--- config.mk ---
export PLATFORM = sky130hd
export DESIGN_NAME = heater_mode_controller
export DESIGN_NICKNAME = d
export VERILOG_FILES = /design/src/rtl/core/hmc_pkg.sv /design/src/rtl/core/hmc_in_stage.sv /design/src/rtl/core/hmc_core.sv /design/src/rtl/core/hmc_out_stage.sv /design/src/rtl/core/heater_mode_controller.sv
export SDC_FILE = /design/constraint.sdc
export NUM_CORES = 1
export LEC_CHECK = 0
export BUFFER_PORTS_ARGS = -buffer_cell sky130_fd_sc_hd__buf_4
export CAP_MARGIN = 40
export CORE_UTILIZATION = 63
export DETAILED_ROUTE_END_ITERATION = 12
export PLACE_DENSITY = 0.81
export SETUP_SLACK_MARGIN = 0.5
export SLEW_MARGIN = 20
export SYNTH_ARGS = -nofsm -noshare
export SYNTH_HDL_FRONTEND = slang
export SYNTH_SLANG_ARGS = --single-unit
--- constraint.sdc ---
create_clock -name clk -period 9.5 [get_ports clk]
set_clock_uncertainty 0.2 [all_clocks]
set_input_delay 1.9 -clock clk [delete_from_list [all_inputs] [get_ports clk]]
set_output_delay 1.9 -clock clk [all_outputs]
set_load 0.02 [all_outputs]
--- src/rtl/core/hmc_pkg.sv ---
// Shared types and constants for the heater mode controller.
// No dependencies.
package hmc_pkg;

  localparam int TIME_W = 32;  // width of the millisecond time base
  localparam int TGT_W  = 10;
  localparam int WIN_W  = 16;
  localparam int DRV_W  = 16;
  localparam int KNOB_W = 10;
  localparam int PROD_W = KNOB_W + WIN_W;

  localparam logic [TGT_W-1:0] TARGET_MAX   = TGT_W'(848);
  localparam logic [TGT_W-1:0] TARGET_RESET = TGT_W'(600);
  localparam logic [WIN_W-1:0] WINDOW_RESET = WIN_W'(5000);

  typedef enum logic [1:0] {
    OP_TICK   = 2'd0,
    OP_BUTTON = 2'd1,
    OP_ENC    = 2'd2,
    OP_NONE   = 2'd3
  } op_t;

  typedef enum logic [1:0] {
    MODE_START  = 2'd0,
    MODE_CONFIG = 2'd1,
    MODE_HEATER = 2'd2,
    MODE_BOIL   = 2'd3
  } mode_t;

  typedef struct packed {
    op_t               op;
    logic [TIME_W-1:0] now_ms;
    logic              enc_a;
    logic              enc_b;
    logic [DRV_W-1:0]  drive;
    logic [KNOB_W-1:0] knob;
  } in_item_t;

  typedef struct packed {
    logic             heater_on;
    mode_t            mode;
    logic [TGT_W-1:0] target_quarters;
    logic             blink;
  } out_item_t;

  // Request held in the input register, with the boil duty product
  // precomputed so the main stage only compares.
  typedef struct packed {
    logic              valid;
    in_item_t          item;
    logic [PROD_W-1:0] duty_prod;
  } stage_t;

endpackage

--- src/rtl/core/hmc_in_stage.sv ---
// Input register of the heater mode controller.
// Depends on hmc_pkg.
module hmc_in_stage (
  input  logic                          clk,
  input  logic                          rst,
  input  logic                          in_valid,
  output logic                          in_ready,
  input  hmc_pkg::in_item_t             in_data,
  input  logic [hmc_pkg::WIN_W-1:0]     window_size,
  input  logic                          advance,
  output hmc_pkg::stage_t               stage
);

  hmc_pkg::stage_t stage_next;

  assign in_ready = !stage.valid || advance;

  always_comb begin
    stage_next = stage;
    if (in_ready) begin
      stage_next.valid     = in_valid;
      stage_next.item      = in_data;
      // knob * window, so the boil test needs no multiply later
      stage_next.duty_prod = hmc_pkg::PROD_W'(in_data.knob) * hmc_pkg::PROD_W'(window_size);
    end
  end

  always_ff @(posedge clk) begin
    stage.item      <= stage_next.item;
    stage.duty_prod <= stage_next.duty_prod;
    if (rst) begin
      stage.valid <= 1'b0;
    end else begin
      stage.valid <= stage_next.valid;
    end
  end

endmodule

--- src/rtl/core/hmc_core.sv ---
// Mode, target, blink and heater state with their next-state logic.
// Depends on hmc_pkg.
module hmc_core (
  input  logic                          clk,
  input  logic                          rst,
  input  logic                          advance,
  input  hmc_pkg::stage_t               stage,
  input  logic [hmc_pkg::WIN_W-1:0]     window_size,
  output hmc_pkg::out_item_t            result
);

  localparam logic [hmc_pkg::TIME_W-1:0] SECOND_MS   = hmc_pkg::TIME_W'(1000);
  localparam logic [hmc_pkg::TIME_W-1:0] DEBOUNCE_MS = hmc_pkg::TIME_W'(200);

  // quadrature history codes
  localparam logic [3:0] ENC_UP0 = 4'b1101;
  localparam logic [3:0] ENC_UP1 = 4'b0100;
  localparam logic [3:0] ENC_UP2 = 4'b0010;
  localparam logic [3:0] ENC_UP3 = 4'b1011;
  localparam logic [3:0] ENC_DN0 = 4'b1110;
  localparam logic [3:0] ENC_DN1 = 4'b0111;
  localparam logic [3:0] ENC_DN2 = 4'b0001;
  localparam logic [3:0] ENC_DN3 = 4'b1000;

  hmc_pkg::mode_t              mode_reg,     mode_reg_next;
  logic [hmc_pkg::TGT_W-1:0]   target_reg,   target_reg_next;
  logic [3:0]                  enc_history,  enc_history_next;
  logic [hmc_pkg::TIME_W-1:0]  second_mark,  second_mark_next;
  logic [hmc_pkg::TIME_W-1:0]  window_start, window_start_next;
  logic [hmc_pkg::TIME_W-1:0]  button_mark,  button_mark_next;
  logic                        heater_reg,   heater_reg_next;
  logic                        blink_reg,    blink_reg_next;

  logic [hmc_pkg::TIME_W-1:0]  now;
  logic [hmc_pkg::TIME_W-1:0]  el_sec, el_win, el_btn;
  logic                        win_restart;
  logic [hmc_pkg::WIN_W-1:0]   win_el;
  logic [hmc_pkg::PROD_W-1:0]  win_el_scaled;
  logic [3:0]                  hist;

  assign now    = stage.item.now_ms;
  assign el_sec = now - second_mark;
  assign el_win = now - window_start;
  assign el_btn = now - button_mark;

  // window restarts once elapsed passes its length; elapsed then reads zero
  assign win_restart   = el_win > hmc_pkg::TIME_W'(window_size);
  assign win_el        = win_restart ? '0 : el_win[hmc_pkg::WIN_W-1:0];
  assign win_el_scaled = {win_el, 10'b0} - hmc_pkg::PROD_W'(win_el);  // 1023 * elapsed
  assign hist          = {enc_history[1:0], stage.item.enc_b, stage.item.enc_a};

  always_comb begin
    mode_reg_next     = mode_reg;
    target_reg_next   = target_reg;
    enc_history_next  = enc_history;
    second_mark_next  = second_mark;
    window_start_next = window_start;
    button_mark_next  = button_mark;
    heater_reg_next   = heater_reg;
    blink_reg_next    = blink_reg;
    case (stage.item.op)
      hmc_pkg::OP_TICK: begin
        if (mode_reg != hmc_pkg::MODE_CONFIG && el_sec >= SECOND_MS) begin
          second_mark_next = now;
          if (mode_reg == hmc_pkg::MODE_START) begin
            blink_reg_next = !blink_reg;
          end else begin
            if (win_restart) begin
              window_start_next = now;
            end
            if (mode_reg == hmc_pkg::MODE_HEATER) begin
              heater_reg_next = stage.item.drive > win_el;
            end else begin
              heater_reg_next = stage.duty_prod > win_el_scaled;
            end
          end
        end
      end
      hmc_pkg::OP_BUTTON: begin
        button_mark_next = now;
        if (el_btn > DEBOUNCE_MS) begin
          case (mode_reg)
            hmc_pkg::MODE_START: begin
              mode_reg_next = hmc_pkg::MODE_CONFIG;
            end
            hmc_pkg::MODE_CONFIG: begin
              window_start_next = now;
              mode_reg_next     = hmc_pkg::MODE_HEATER;
            end
            hmc_pkg::MODE_HEATER: begin
              heater_reg_next = 1'b0;
              mode_reg_next   = hmc_pkg::MODE_BOIL;
            end
            default: begin
              heater_reg_next = 1'b0;
              mode_reg_next   = hmc_pkg::MODE_START;
            end
          endcase
        end
      end
      hmc_pkg::OP_ENC: begin
        if (mode_reg == hmc_pkg::MODE_CONFIG) begin
          enc_history_next = hist;
          if (hist == ENC_UP0 || hist == ENC_UP1 || hist == ENC_UP2 || hist == ENC_UP3) begin
            target_reg_next = (target_reg >= hmc_pkg::TARGET_MAX) ? '0 : target_reg + 1'b1;
          end else if (hist == ENC_DN0 || hist == ENC_DN1 || hist == ENC_DN2 ||
                       hist == ENC_DN3) begin
            target_reg_next = (target_reg == '0) ? hmc_pkg::TARGET_MAX : target_reg - 1'b1;
          end
        end
      end
      default: begin
      end
    endcase
  end

  always_ff @(posedge clk) begin
    if (rst) begin
      mode_reg     <= hmc_pkg::MODE_START;
      target_reg   <= hmc_pkg::TARGET_RESET;
      enc_history  <= '0;
      second_mark  <= '0;
      window_start <= '0;
      button_mark  <= '0;
      heater_reg   <= 1'b0;
      blink_reg    <= 1'b0;
    end else if (advance) begin
      mode_reg     <= mode_reg_next;
      target_reg   <= target_reg_next;
      enc_history  <= enc_history_next;
      second_mark  <= second_mark_next;
      window_start <= window_start_next;
      button_mark  <= button_mark_next;
      heater_reg   <= heater_reg_next;
      blink_reg    <= blink_reg_next;
    end
  end

  assign result.heater_on       = heater_reg_next;
  assign result.mode            = mode_reg_next;
  assign result.target_quarters = target_reg_next;
  assign result.blink           = blink_reg_next;

endmodule

--- src/rtl/core/hmc_out_stage.sv ---
// Result register of the heater mode controller.
// Depends on hmc_pkg.
module hmc_out_stage (
  input  logic               clk,
  input  logic               rst,
  input  logic               load,
  input  hmc_pkg::out_item_t result,
  output logic               can_load,
  output logic               out_valid,
  input  logic               out_ready,
  output hmc_pkg::out_item_t out_data
);

  assign can_load = !out_valid || out_ready;

  always_ff @(posedge clk) begin
    if (load) begin
      out_data <= result;
    end
    if (rst) begin
      out_valid <= 1'b0;
    end else if (can_load) begin
      out_valid <= load;
    end
  end

endmodule

--- src/rtl/core/heater_mode_controller.sv ---
// Top level of the heater mode controller: input register, state core,
// result register and the window length register.
// Depends on hmc_pkg, hmc_in_stage, hmc_core, hmc_out_stage.
//
// Usage:
//  - in_valid/in_ready/in_data carry one request: a time tick, a button
//    rising edge or an encoder sample, with time, drive and knob fields.
//  - out_valid/out_ready/out_data return exactly one result per request:
//    heater level, mode, target in quarter degrees and blink phase, all
//    as they stand after that request.
//  - cfg_valid/cfg_ready/cfg_data write the window length in ms. cfg_ready
//    is always high; write only while no request is in flight.
//  - Path: an accepted request is held in the input register, then loaded
//    into the result register once that has room, which raises out_valid
//    until the receiver takes the result.
//  - Throughput: one request per cycle while out_ready stays high. The state
//    core updates per request, so each sees the state left by the one before it.
//  - Receiver stall: the result register holds its result; the input
//    register takes one more request only if empty, then in_ready stays low until
//    out_ready returns.
//  - Reset (rst, synchronous): start mode, target 600, heater off, blink
//    low, all time marks zero, window length 5000 ms, both registers empty.
module heater_mode_controller (
  input  logic                      clk,
  input  logic                      rst,
  input  logic                      in_valid,
  output logic                      in_ready,
  input  hmc_pkg::in_item_t         in_data,
  output logic                      out_valid,
  input  logic                      out_ready,
  output hmc_pkg::out_item_t        out_data,
  input  logic                      cfg_valid,
  output logic                      cfg_ready,
  input  logic [hmc_pkg::WIN_W-1:0] cfg_data
);

  logic [hmc_pkg::WIN_W-1:0] window_size;
  hmc_pkg::stage_t           stage;
  hmc_pkg::out_item_t        result;
  logic                      can_load;
  logic                      advance;

  // Window length register; config is always taken.
  assign cfg_ready = 1'b1;

  always_ff @(posedge clk) begin
    if (rst) begin
      window_size <= hmc_pkg::WINDOW_RESET;
    end else if (cfg_valid) begin
      window_size <= cfg_data;
    end
  end

  // A held request moves into the result register whenever that has room.
  assign advance = stage.valid && can_load;

  hmc_in_stage u_in (
    .clk         (clk),
    .rst         (rst),
    .in_valid    (in_valid),
    .in_ready    (in_ready),
    .in_data     (in_data),
    .window_size (window_size),
    .advance     (advance),
    .stage       (stage)
  );

  hmc_core u_core (
    .clk         (clk),
    .rst         (rst),
    .advance     (advance),
    .stage       (stage),
    .window_size (window_size),
    .result      (result)
  );

  hmc_out_stage u_out (
    .clk       (clk),
    .rst       (rst),
    .load      (advance),
    .result    (result),
    .can_load  (can_load),
    .out_valid (out_valid),
    .out_ready (out_ready),
    .out_data  (out_data)
  );

endmodule

; ---- Word-level counts from Yosys, hierarchy flattened
; Cells that the tools add are included.
[word_totals]
regBits = 222
latchBits = 0
ramBits = 0
mem_bits_ro = 0
input_bits = 83
elab_cells = 99
n_memories = 0
[classes]
add_sub_neg = 6
multipliers = 1
div_mod_pow = 0
order_cmp = 6
n_eq_ne = 18
n_shift = 0
muxes = 25
bitwise_logic = 0
n_reduce_logical = 22
[ops]
columns = operator, count
row1 = 2-to-1 mux 32 bit, 5
row2 = subtractor 32 bit, 3
row3 = case mux 32 bit (2 select lines), 1
row4 = 2-to-1 mux 10 bit, 6
row5 = ">= comparator 32 x 10 -> 1 bit, second input constant", 1
row6 = > comparator 32 x 16 -> 1 bit, 1
row7 = "> comparator 32 x 8 -> 1 bit, second input constant", 1
row8 = > comparator 26 bit, 1
row9 = multiplier 10 x 16 -> 26 bit, 1
row10 = subtractor 26 x 16 -> 26 bit, 1
row11 = "== test 4 bit, second input constant", 4
row12 = > comparator 16 bit, 1
row13 = 2-to-1 mux 16 bit, 1
row14 = "adder 10 x 1 -> 10 bit, second input constant", 1
row15 = ">= comparator 10 bit, second input constant", 1
row16 = logical NOT 10 bit, 1
row17 = "!= test 2 x 1 -> 1 bit, second input constant", 5
row18 = "subtractor 10 x 1 -> 10 bit, second input constant", 1
row19 = "== test 4 x 3 -> 1 bit, second input constant", 2
row20 = logical OR 1 bit, 8
row21 = 2-to-1 mux 1 bit, 8
row22 = AND reduction 7 bit, 1
row23 = case mux 2 bit (3 select lines), 1
row24 = AND reduction 3 bit, 2
row25 = other kinds (13), 20

; ---- Longest topological paths before layout
; Gate-level depths: netlist (run 1).
[depth]
ltp_word = 9
mapped_depth = 47
depth_no_buf = 45

; ---- By module
; A second synthesis (run 1) with hierarchy kept.
[hier_totals]
cells_unflattened = 2657
hier_area_um2 = 22421.5
[modules_own_cells]
columns = module, n_inst, cells_each, area_per_inst_um2, seq_area_each_um2
row1 = hmc_core, 1, 1885, 13466.7, 2242.2
row2 = hmc_in_stage, 1, 699, 7876.3, 2662.6
row3 = heater_mode_controller, 1, 55, 611.8, 320.3
row4 = hmc_out_stage, 1, 18, 466.7, 440.4

; ---- Worst setup path before layout (run 1)
; OpenSTA, ideal clock, no wires.
[synth_path]
path_kind = register to register
startpoint = register u_in.stage[55] (netlist name)
endpoint = register u_core.heater_reg
setup_time_ps = 58
arrival_ps = 8053
slack_ps = 1189
path_stages_with_launch = 46
n_path_buf = 2
period_less_slack_ps = 8311
cell_sequence = edfxtp_1 > ha_1 > nor2b_1 > o31a_1 > o41a_1 > o31ai_4 > o21ai_0 > a21o_1 > a21oi_1 > xnor2_1 > ha_1 > nand4_1 > nor3_1 > o2bb2ai_1 > nor4_1 > a21o_1 > nand4_1 > or4_1 > [10 not listed] > o21ai_0 > nand2b_1 > a21o_1 > nor2_1 > o211ai_1 > o311a_1 > a21oi_1 > ha_1 > nand4_1 > nor2_1 > nand3_1 > o2111a_1 > a31oi_1 > nand2_1 > a21oi_1 > or4b_2 > nand3_1 > o21a_1
[synth_between]
elab_chain_len = 9
elab_cells_between_ends = 16
classes_between = 4 x add/sub / 5 x order compare / 6 x mux / 1 x reduce/logical
[synth_lines]
columns = item, line_no
row1 = subtractor 32 bit, hmc_core.sv:43  ; assign el_win = now - window_start;
row2 = > comparator 32 x 16 -> 1 bit, hmc_core.sv:47  ; assign win_restart = el_win > hmc_pkg::TIME_W'(window_size);
row3 = 2-to-1 mux 16 bit, hmc_core.sv:48  ; assign win_el = win_restart ? '0 : el_win[hmc_pkg::WIN_W-1:0];
row4 = subtractor 26 x 16 -> 26 bit, hmc_core.sv:49  ; assign win_el_scaled = {win_el, 10'b0} - hmc_pkg::PROD_W'(win_el);
row5 = > comparator 26 bit, hmc_core.sv:74  ; heater_reg_next = stage.duty_prod > win_el_scaled;
row6 = 2-to-1 mux 1 bit, hmc_core.sv:71  ; if (mode_reg == hmc_pkg::MODE_HEATER) begin
row7 = 2-to-1 mux 1 bit, hmc_core.sv:65  ; if (mode_reg == hmc_pkg::MODE_START) begin
row8 = 2-to-1 mux 1 bit, hmc_core.sv:63  ; if (mode_reg != hmc_pkg::MODE_CONFIG && el_sec >= SECOND_MS) begin
row9 = case mux 1 bit (2 select lines) *, hmc_core.sv:61  ; case (stage.item.op)
row10 = "end signal, assigned", hmc_core.sv:134  ; heater_reg <= heater_reg_next;
row11 = "end, declared", hmc_core.sv:31  ; logic heater_reg, heater_reg_next;
; Mark *: on every way between the ends. The rest lies on a longest branch, timed or not.
; A chain may end at the register's enable or synchronous reset.

; ---- Final worst setup path (run 1)
[layout_path]
startpoint = register u_in.stage[54] (netlist name)
endpoint = register u_core.heater_reg
[layout_between]
elab_chain_len = 9
elab_cells_between_ends = 16
classes_between = 4 x add/sub / 5 x order compare / 6 x mux / 1 x reduce/logical
[layout_lines]
columns = item, line_no
row1 = subtractor 32 bit, hmc_core.sv:43
row2 = > comparator 32 x 16 -> 1 bit, hmc_core.sv:47
row3 = 2-to-1 mux 16 bit, hmc_core.sv:48
row4 = subtractor 26 x 16 -> 26 bit, hmc_core.sv:49
row5 = > comparator 26 bit, hmc_core.sv:74
row6 = 2-to-1 mux 1 bit, hmc_core.sv:71
row7 = 2-to-1 mux 1 bit, hmc_core.sv:65
row8 = 2-to-1 mux 1 bit, hmc_core.sv:63
row9 = case mux 1 bit (2 select lines) *, hmc_core.sv:61
; Marks and branches as above.

==> impl_metrics.json, run 1 <==
{
  "area_delta_synth_final_pct": 10.4,
  "largest_register_ffs": 79,
  "hold_class": "register to register",
  "period_share_pct": 91.4,
  "synth_common_cells": "nand2_1, inv_1, ha_1, a21oi_1, nor2_1",
  "n_antenna_cell": 0,
  "crit_arrival_ns": 8.98,
  "fmax_mhz": 115,
  "antenna_left": 0,
  "cts_sinks": 222,
  "cap_violations": 0,
  "crit_buf_inv": 3,
  "synthSimpleGateAreaFrac_pct": 20.5,
  "grt_use_total_pct": 34.5,
  "core-area_um2": 33900,
  "clkPwrFrac_pct": 26.0,
  "die_area_um2": 35600,
  "yosysSeqAreaShare_pct": 24.4,
  "synth.avg_cell_area_um2": 8.24,
  "grt.overflow.total": 0,
  "slew_headroom_pct": 41.7,
  "dr.pass1.iters": 6,
  "reg2reg_to": "u_core.heater_reg",
  "io_buffers": 98,
  "die_h_um": 189,
  "internal_power_w": 0.00251,
  "synth_fa_ha_area_share_pct": 23.1,
  "clk_pin_slew_worst_paths_ns": 0.06,
  "drv_slew": 0,
  "post_drt_wl_per_cell_um": 19.7,
  "end_kind": "register",
  "seqPwrFrac_pct": 30.3,
  "finalNonFillerCells": 3174,
  "place_congestion": 1.03,
  "synth_area_leaders": "ha_1, edfxtp_1, dfxtp_1",
  "synth_mux_area_share_pct": 2.80,
  "synth_compound_area_share_pct": 19.3,
  "cp-endpoint": "u_core.heater_reg",
  "rsz0062_at_grt": "false",
  "fin_area_um2": 24200,
  "p_switching_w": 0.00147,
  "viasPerCell": 6.30,
  "drive_gt1_share_pct": 9.76,
  "ir_worst_vdd_v": 0.000142,
  "placed_cells": 3102,
  "worstSetupStartpoint": "u_in.stage[54]",
  "combPwrFrac_pct": 43.7,
  "clockBufferDepth": 3,
  "ys_types": 97,
  "ys_ff_latch": 222,
  "r2r_start": "u_in.stage[54]",
  "cts-buffers-inserted": 26,
  "insertion_delay_ns": 0.56,
  "path_class": "register to register",
  "finalHoldViolCount": 0,
  "worst-r2r-setup-slack_ns": 0.82,
  "dp_hpwl_mm": 47.2,
  "syn_area_um2": 21900,
  "htreeDepth": 1,
  "critPathTopFamily": "simple AND/OR/NAND/NOR gates",
  "worstPathMaxFanout": 7,
  "dr.first_iter.drc_count": 1479,
  "cts_root_buffer": "clkbuf_16",
  "grt_start_max_net_pins": 71,
  "antenna_found_initial": 0,
  "syn_inst": 2664,
  "synth_xor_area_share_pct": 2.99,
  "worst_pin_slew_ns": 0.868,
  "grt_pass1_wl_mm": 98.9,
  "rows": 67,
  "grt_pass1_vias": 19373,
  "top_level_ports": 100,
  "status": "complete, no violations",
  "syn-num-nets": 3085,
  "slowest_stage": "or4b_4",
  "dominantRegCellSynth": "dfxtp_1",
  "period_needed_ns": 8.68,
  "setup_violations": 0,
  "crit_path_max_incr_delay_ns": 0.48,
  "synth_warnings": 0,
  "cp.required_ns": 9.79,
  "switching_share_pct": 36.9,
  "routed-via-count": 19988,
  "p_total_w": 0.00397,
  "dieWidth_um": 189,
  "drt-total-wl_mm": 62.5,
  "start_util_pct": 64.8,
  "ctsHoldBuffers": 0,
  "cp_num_cells": 43,
  "powerDensity_nw_per_um2": 164,
  "drcViolationCount": 0,
  "synth_top_area_share_pct": 12.8,
  "synth_edf_count": 92,
  "yosys.area.top_type": "ha_1",
  "p_leak_nw": 10.2,
  "postPlaceCellArea_um2": 22900,
  "yosysMostFrequentCell": "nand2_1",
  "synth_top_family_by_area": "adder cells",
  "fin_setup_tns_ns": 0,
  "cts_tree": "yes",
  "fin_nets": 3127,
  "r2r_cells": 43,
  "top_register": "u_in.stage",
  "async_flop_share_pct": 0,
  "start_kind": "register"
}
[metal layers]
metal  routed length (um)  share of wire (%)  GRT usage [%]  vias to the layer above
met2                30300                 48           60.1                      792
li1                     -                  -              -                     9425
met3                 3830                6.1           4.04                      182
met5                    0                  0              0                        -
met1                25600                 41           42.8                     9589
met4                 2800                4.5           15.3                        0
[power groups by stage]
stage	Combinational [W]	Sequential [W]	Clock, W
2_1_floorplan	0.00131	0.00118	0
3_3_place_gp	0.00160	0.00122	0
3_5_place_dp	0.00167	0.00122	0
4_1_cts	0.00169	0.00120	0.00105
5_1_grt	0.00194	0.00121	0.00108
6_report	0.00174	0.00121	0.00103
[layout make-up]
cell class                      count  area [um^2]
Clock buffer                       39          772
Clock inverter                      9          114
Fill cell                        2641         9630
Inverter                          263          990
Multi-Input combinational cell   2057        15400
Sequential cell                   222         5370
Tap cell                          448          561
Timing Repair Buffer              136         1050
[metrics by stage]
step	utilization (%)	hold WS (ns)	worst slack (ns)
after floorplan	-	0.235	1.19
after global placement	67.5	0.242	0.381
after detailed placement	67.5	0.246	0.197
after CTS	70.4	0.257	0.511
after global routing	71.6	0.272	0.379
final	71.6	0.256	0.817
[worst min path at each step]
| stage | cells after the start | start | endpoint | slack [ns] |
|---|---|---|---|---|
| floorplan | 2 | u_core.window_start[10] | u_core.window_start[10] | 0.23 |
| global placement | 2 | u_core.button_mark[22] | u_core.button_mark[22] | 0.24 |
| detailed placement | 2 | u_core.window_start[8] | u_core.window_start[8] | 0.25 |
| CTS | 2 | u_core.button_mark[13] | u_core.button_mark[13] | 0.26 |
| global route | 2 | u_core.button_mark[15] | u_core.button_mark[15] | 0.27 |
| finish | 2 | u_core.button_mark[13] | u_core.button_mark[13] | 0.26 |
[cells by family after synthesis]
group | after synthesis
XOR/XNOR | 75
other | 1
adder cells (fa/ha/maj) | 338
flip-flops | 222
buffers and inverters | 385
AND/OR/NAND/NOR | 936
multiplexers | 61
AO/OA/AOI/OAI | 646
[worst reg2reg max path, delay by kind of cell (launching register included)]
| kind | cells | cell delay, ns |
|---|---|---|
| compound gates | 16 | 2.86 |
| xor+xnor | 1 | 0.16 |
| fa+ha+maj | 5 | 1.19 |
| buf+inv | 3 | 0.30 |
| flops | 1 | 0.45 |
| simple gates | 18 | 3.46 |
[cells in the final DEF (no fill, tap or decap), drive strengths merged, types with 22 or more instances in the layout]
master / n
nand2: 392
inv: 264
ha: 225
a21oi: 205
nor2: 145
buf: 135
dfxtp: 130
o21ai: 128
fa: 113
and2: 95
edfxtp: 92
mux2i: 58
nand3: 58
nor3: 53
a21o: 52
xnor2: 46
clkbuf: 40
o21a: 31
nand4: 30
xor2: 29
nand2b: 23
a31oi: 23
a211oi: 23
and3: 22
[repair_timing]
action / in CTS / in global routing
setup endpoints to repair: 2 / 2
gates cloned: 0 / 1
pin swaps: 4 / 35
endpoints found under the hold margin: 0 / 0
buffers inserted: 4 / 18
resized for setup: 17 / 57
No activity file was read; power rests on OpenSTA's default activity.
==> inputs of run 2 (changes only) <==
--- a/config.mk
+++ b/config.mk
@@ -11,7 +11,6 @@
 export DETAILED_ROUTE_END_ITERATION = 12
 export PLACE_DENSITY = 0.81
 export SETUP_SLACK_MARGIN = 0.5
-export SLEW_MARGIN = 20
 export SYNTH_ARGS = -nofsm -noshare
 export SYNTH_HDL_FRONTEND = slang
 export SYNTH_SLANG_ARGS = --single-unit
==> constraint.sdc (replaced) <==
create_clock -name clk -period 10.7 [get_ports clk]
set_clock_uncertainty 0.2 [all_clocks]
set_input_delay 2.14 -clock clk [delete_from_list [all_inputs] [get_ports clk]]
set_output_delay 2.14 -clock clk [all_outputs]
set_load 0.02 [all_outputs]
==> run 2 against run 1 <==
Against the previous run: sequential power down 12%; worst hold slack better by 0.0013 ns; combinational power down 14%; highest routed layer unchanged; critical endpoint unchanged; final area down 2.1%; via count down 0.11%; non-clock buffer count down 19; clock-buffer cell count down 7; die area unchanged; critical path type unchanged; final cell count down 0.57%; utilization down 1.5 points; critical path depth unchanged; power down 14%.
==> impl_metrics.json, run 2 (synthesis gave the netlist of run 1 again) <==
{
  "status": "complete, no violations",
  "htreeDepth": 1,
  "n_fill_cell": 2702,
  "finalHoldViolCount": 0,
  "insertion_delay_ns": 0.56,
  "rows": 67,
  "cts_sinks": 222,
  "core-area_um2": 33900,
  "drv_slew": 0,
  "layout_setup_ws_ns": 1.17,
  "grt.overflow.total": 0,
  "dr.first_iter.drc_count": 1551,
  "die_area_um2": 35600,
  "slew_headroom_pct": 43.9,
  "rsz0062_at_grt": "false",
  "clk_pin_slew_worst_paths_ns": 0.06,
  "cap_violations": 0,
  "fin_area_um2": 23700,
  "largest_register_ffs": 79,
  "finalNonFillerCells": 3156,
  "cts-buffers-inserted": 26,
  "postLayoutCoreUtil_pct": 70.1,
  "worst_pin_slew_ns": 0.837,
  "antenna_found_initial": 0,
  "drive_gt1_share_pct": 7.50,
  "grt_pass1_vias": 19198,
  "start_kind": "register",
  "dp_hpwl_mm": 47.5,
  "die_h_um": 189,
  "grt_use_total_pct": 34.2,
  "crit_path_max_incr_delay_ns": 0.64,
  "powerDensity_nw_per_um2": 144,
  "place_congestion": 0.982,
  "top_register": "u_in.stage",
  "postPlaceCellArea_um2": 22900,
  "n_antenna_cell": 0,
  "ir_worst_vdd_v": 0.000121,
  "worstPathMaxFanout": 10,
  "dr.pass1.iters": 6,
  "fmax_mhz": 105,
  "drt-total-wl_mm": 61.7,
  "area_delta_synth_final_pct": 8.15,
  "placed_cells": 3104,
  "setup_violations": 0,
  "final_cell_mix": "nand2_1, inv_1, ha_1",
  "fin_setup_tns_ns": 0,
  "cp.required_ns": 10.99,
  "cts_root_buffer": "clkbuf_16",
  "path_class": "register to register",
  "crit_arrival_ns": 9.82,
  "period_needed_ns": 9.53,
  "cts_tree": "yes",
  "post-place-ws_ns": 0.842,
  "grt_start_max_net_pins": 71,
  "fin_nets": 3109,
  "viasPerCell": 6.33,
  "clockBufferDepth": 3,
  "hold_class": "register to register",
  "critPathTopFamily": "simple AND/OR/NAND/NOR gates",
  "slowest_stage": "or4b_2",
  "io_buffers": 98,
  "antenna_left": 0,
  "top_level_ports": 100,
  "end_kind": "register",
  "p_leak_nw": 9.98,
  "routed-via-count": 19966,
  "final_common_cell": "nand2_1",
  "crit_buf_inv": 2,
  "dieWidth_um": 189,
  "period_share_pct": 89.1,
  "grt_pass1_wl_mm": 98.0,
  "start_util_pct": 64.8,
  "post_drt_wl_per_cell_um": 19.6,
  "drcViolationCount": 0
}
run 2: cell types whose count changed in the layout (fill, tap and decap cells not counted), moves of 4 or more:
cell      previous run  this run
xnor2_1             41        46
nand2_1            384       391
ha_1               220       225
clkbuf_8             5         0
inv_1              257       261
buf_4              132       114
nand2_2              4         0
xnor2_2              4         0
ha_4                 5         0
run 2: stage by stage:
stage               hold WS (ns)  power (W)
finish                     0.257    0.00343
global route               0.272    0.00367
CTS                        0.259    0.00343
detailed placement         0.248    0.00256
global placement           0.242    0.00250
floorplan                  0.235    0.00221
run 2: path summary, 6_finish.rpt:
kind | from | end | slack (ns) | cells past startpoint
setup reg to reg | u_in.stage[54] | u_core.heater_reg | 1.17 | 43
setup / recovery | u_in.stage[54] | u_core.heater_reg | 1.17 | 43
hold reg to reg | u_core.button_mark[6] | u_core.button_mark[6] | 0.26 | 2
hold / removal | u_core.button_mark[6] | u_core.button_mark[6] | 0.26 | 2
run 2: layout make-up:
type                       instances  area [um^2]  area share, %
clock buffer                      32          694           2.93
clock inverter                    16          121          0.511
inverter                         263          987           4.16
multi-input combinational       2058        15100           63.7
sequential                       222         5370           22.6
tap                              448          561           2.36
timing repair buffer             117          880           3.71
run 2: worst min-delay path: cells and delay by family, from the launching register on:
family / cells / cell delay (ns)
AND/OR/NAND/NOR: 1 / 0.05
flip-flops: 1 / 0.31
AO/OA/AOI/OAI: 1 / 0.05
run 2: per-layer routing:
| layer | GRT usage (%) | routed length, um |
|---|---|---|
| met2 | 60.0 | 30000 |
| met4 | 13.3 | 2400 |
| met1 | 42.8 | 25300 |
| met3 | 3.91 | 4030 |
| met5 | 0 | 0 |
run 2: timing repair:
action | 4_1_cts | 5_1_grt
resized for setup | 0 | 6
endpoints found under the setup margin | 0 | 2
setup buffers | 0 | 3
hold buffers | 0 | 0
run 2: where the power goes:
group	total [W]	switching [W]	internal, W	leakage (nW)
combinational	0.00150	0.000836	0.000661	7.57
sequential	0.00107	0.0000668	0.00100	2.01
clock	0.000860	0.000373	0.000487	0.394
==> inputs of run 3 (changes only) <==
--- a/config.mk
+++ b/config.mk
@@ -7,9 +7,11 @@
 export LEC_CHECK = 0
 export BUFFER_PORTS_ARGS = -buffer_cell sky130_fd_sc_hd__buf_4
 export CAP_MARGIN = 40
+export CORE_MARGIN = 4
 export CORE_UTILIZATION = 63
 export DETAILED_ROUTE_END_ITERATION = 12
 export PLACE_DENSITY = 0.81
+export RECOVER_POWER = 100
 export SETUP_SLACK_MARGIN = 0.5
 export SYNTH_ARGS = -nofsm -noshare
 export SYNTH_HDL_FRONTEND = slang
==> run 3 against run 2 <==
Against the previous run: via count is 1.3% lower; fmax is 2.0% lower; clock-buffer cell count is 3 higher; critical endpoint unchanged; sequential share of layout area is 0.064 points higher; final area is 0.28% lower; the flow now finishes with violations (max-capacitance violations, max-slew violations); worst setup slack worse by 0.19 ns; global-route usage is 2.4 points lower; largest cell class unchanged; routed wire length is 0.20% higher; clock power is 7.7% higher.
==> impl_metrics.json, run 3 (synthesis gave the netlist of run 1 again) <==
{
  "rows": 68,
  "period_share_pct": 90.9,
  "cts-buffers-inserted": 26,
  "post_drt_wl_per_cell_um": 19.6,
  "rsz0062_at_grt": "false",
  "die_area_um2": 37900,
  "die_h_um": 195,
  "grt.overflow.total": 0,
  "cap_violations": 8,
  "postLayoutCoreUtil_pct": 68.7,
  "worstPathMaxFanout": 13,
  "dieWidth_um": 195,
  "final_common_cell": "nand2_1",
  "final_cell_mix": "nand2_1, inv_1, ha_1",
  "slowest_stage": "or4b_2",
  "cts_tree": "yes",
  "drive_gt1_share_pct": 6.10,
  "crit_arrival_ns": 10.02,
  "path_class": "register to register",
  "drcViolationCount": 0,
  "worst_pin_slew_ns": 3.49,
  "finalHoldViolCount": 0,
  "crit_path_max_incr_delay_ns": 0.62,
  "io_buffers": 98,
  "fmax_mhz": 103,
  "clk_pin_slew_worst_paths_ns": 0.06,
  "grt_pass1_vias": 19579,
  "drv_slew": 362,
  "clockBufferDepth": 3,
  "top_register": "u_in.stage",
  "place_congestion": 1.00,
  "core-area_um2": 34500,
  "grt_use_total_pct": 31.8,
  "powerDensity_nw_per_um2": 149,
  "dr.first_iter.drc_count": 1364,
  "insertion_delay_ns": 0.56,
  "violations": "max-capacitance violations, max-slew violations",
  "antenna_left": 0,
  "fin_setup_tns_ns": 0,
  "fin_nets": 3108,
  "largest_register_ffs": 79,
  "end_kind": "register",
  "ir_worst_vdd_v": 0.000144,
  "dp_hpwl_mm": 48.0,
  "holdWs_ns": 0.251,
  "status": "finished with violations",
  "hold_class": "register to register",
  "drt-total-wl_mm": 61.9,
  "antenna_found_initial": 0,
  "grt_start_max_net_pins": 75,
  "n_antenna_cell": 0,
  "dr.pass1.iters": 6,
  "grt_pass1_wl_mm": 99.9,
  "post-place-ws_ns": 1.06,
  "routed-via-count": 19711,
  "slew_headroom_pct": -132,
  "setup_violations": 0,
  "area_delta_synth_final_pct": 7.84,
  "viasPerCell": 6.23,
  "p_leak_nw": 9.88,
  "start_util_pct": 63.7,
  "cp.required_ns": 10.99,
  "ctsHoldBuffers": 0,
  "cts_root_buffer": "clkbuf_16",
  "cts_sinks": 222,
  "top_level_ports": 100,
  "start_kind": "register",
  "layout_setup_ws_ns": 0.971,
  "htreeDepth": 1,
  "period_needed_ns": 9.73
}
-- run 3: critical path, delay by kind of cell, from the launching register on --
family | cells | cell delay (ns)
xor+xnor | 1 | 0.31
flops | 1 | 0.45
buf+inv | 4 | 0.52
compound gates | 18 | 3.15
fa+ha+maj | 5 | 1.53
simple gates | 17 | 3.46
-- run 3: layout make-up --
| class | instances | area, um^2 |
|---|---|---|
| repair buffers | 117 | 782 |
| flip-flops and latches | 222 | 5370 |
| clock buffers | 35 | 734 |
| inverters | 263 | 987 |
| well taps | 455 | 569 |
| fillers | 2817 | 10800 |
| clock inverters | 13 | 155 |
| multi-input cells | 2057 | 15100 |
-- run 3: final timing paths --
kind                                        startpoint                      to  slack [ns]  cells past startpoint
worst max-delay path                    u_in.stage[54]       u_core.heater_reg        0.97                     45
worst min-delay path            u_core.button_mark[12]  u_core.button_mark[12]        0.25                      2
worst max register to register          u_in.stage[54]       u_core.heater_reg        0.97                     45
worst min register to register  u_core.button_mark[12]  u_core.button_mark[12]        0.25                      2
-- run 3: repair_timing --
item | in CTS | in global routing
resized for setup | 0 | 4
setup endpoints to repair | 0 | 2
buffers inserted | 0 | 5
-- run 3: where the power goes --
group          total [W]  leakage (nW)  switching (W)  internal, W
Combinational    0.00152          7.43       0.000864     0.000656
Sequential       0.00107          2.01      0.0000701      0.00100
Clock           0.000926         0.439       0.000373     0.000553
-- run 3: layer usage --
metal | global-route usage (%) | part of all wire [%]
met1 | 40.0 | 41
met5 | 0 | 0
met3 | 3.33 | 5.5
met4 | 14.5 | 4.8
met2 | 55.3 | 49
-- run 3: stage by stage --
step           instances  cell area (um^2)  total power [W]
6_report            3162             23700          0.00352
4_1_cts             3157             23800          0.00353
2_1_floorplan       2664             21900          0.00221
5_1_grt             3162             23700          0.00376
3_5_place_dp        3109             22900          0.00260
3_3_place_gp        3106             22800          0.00253
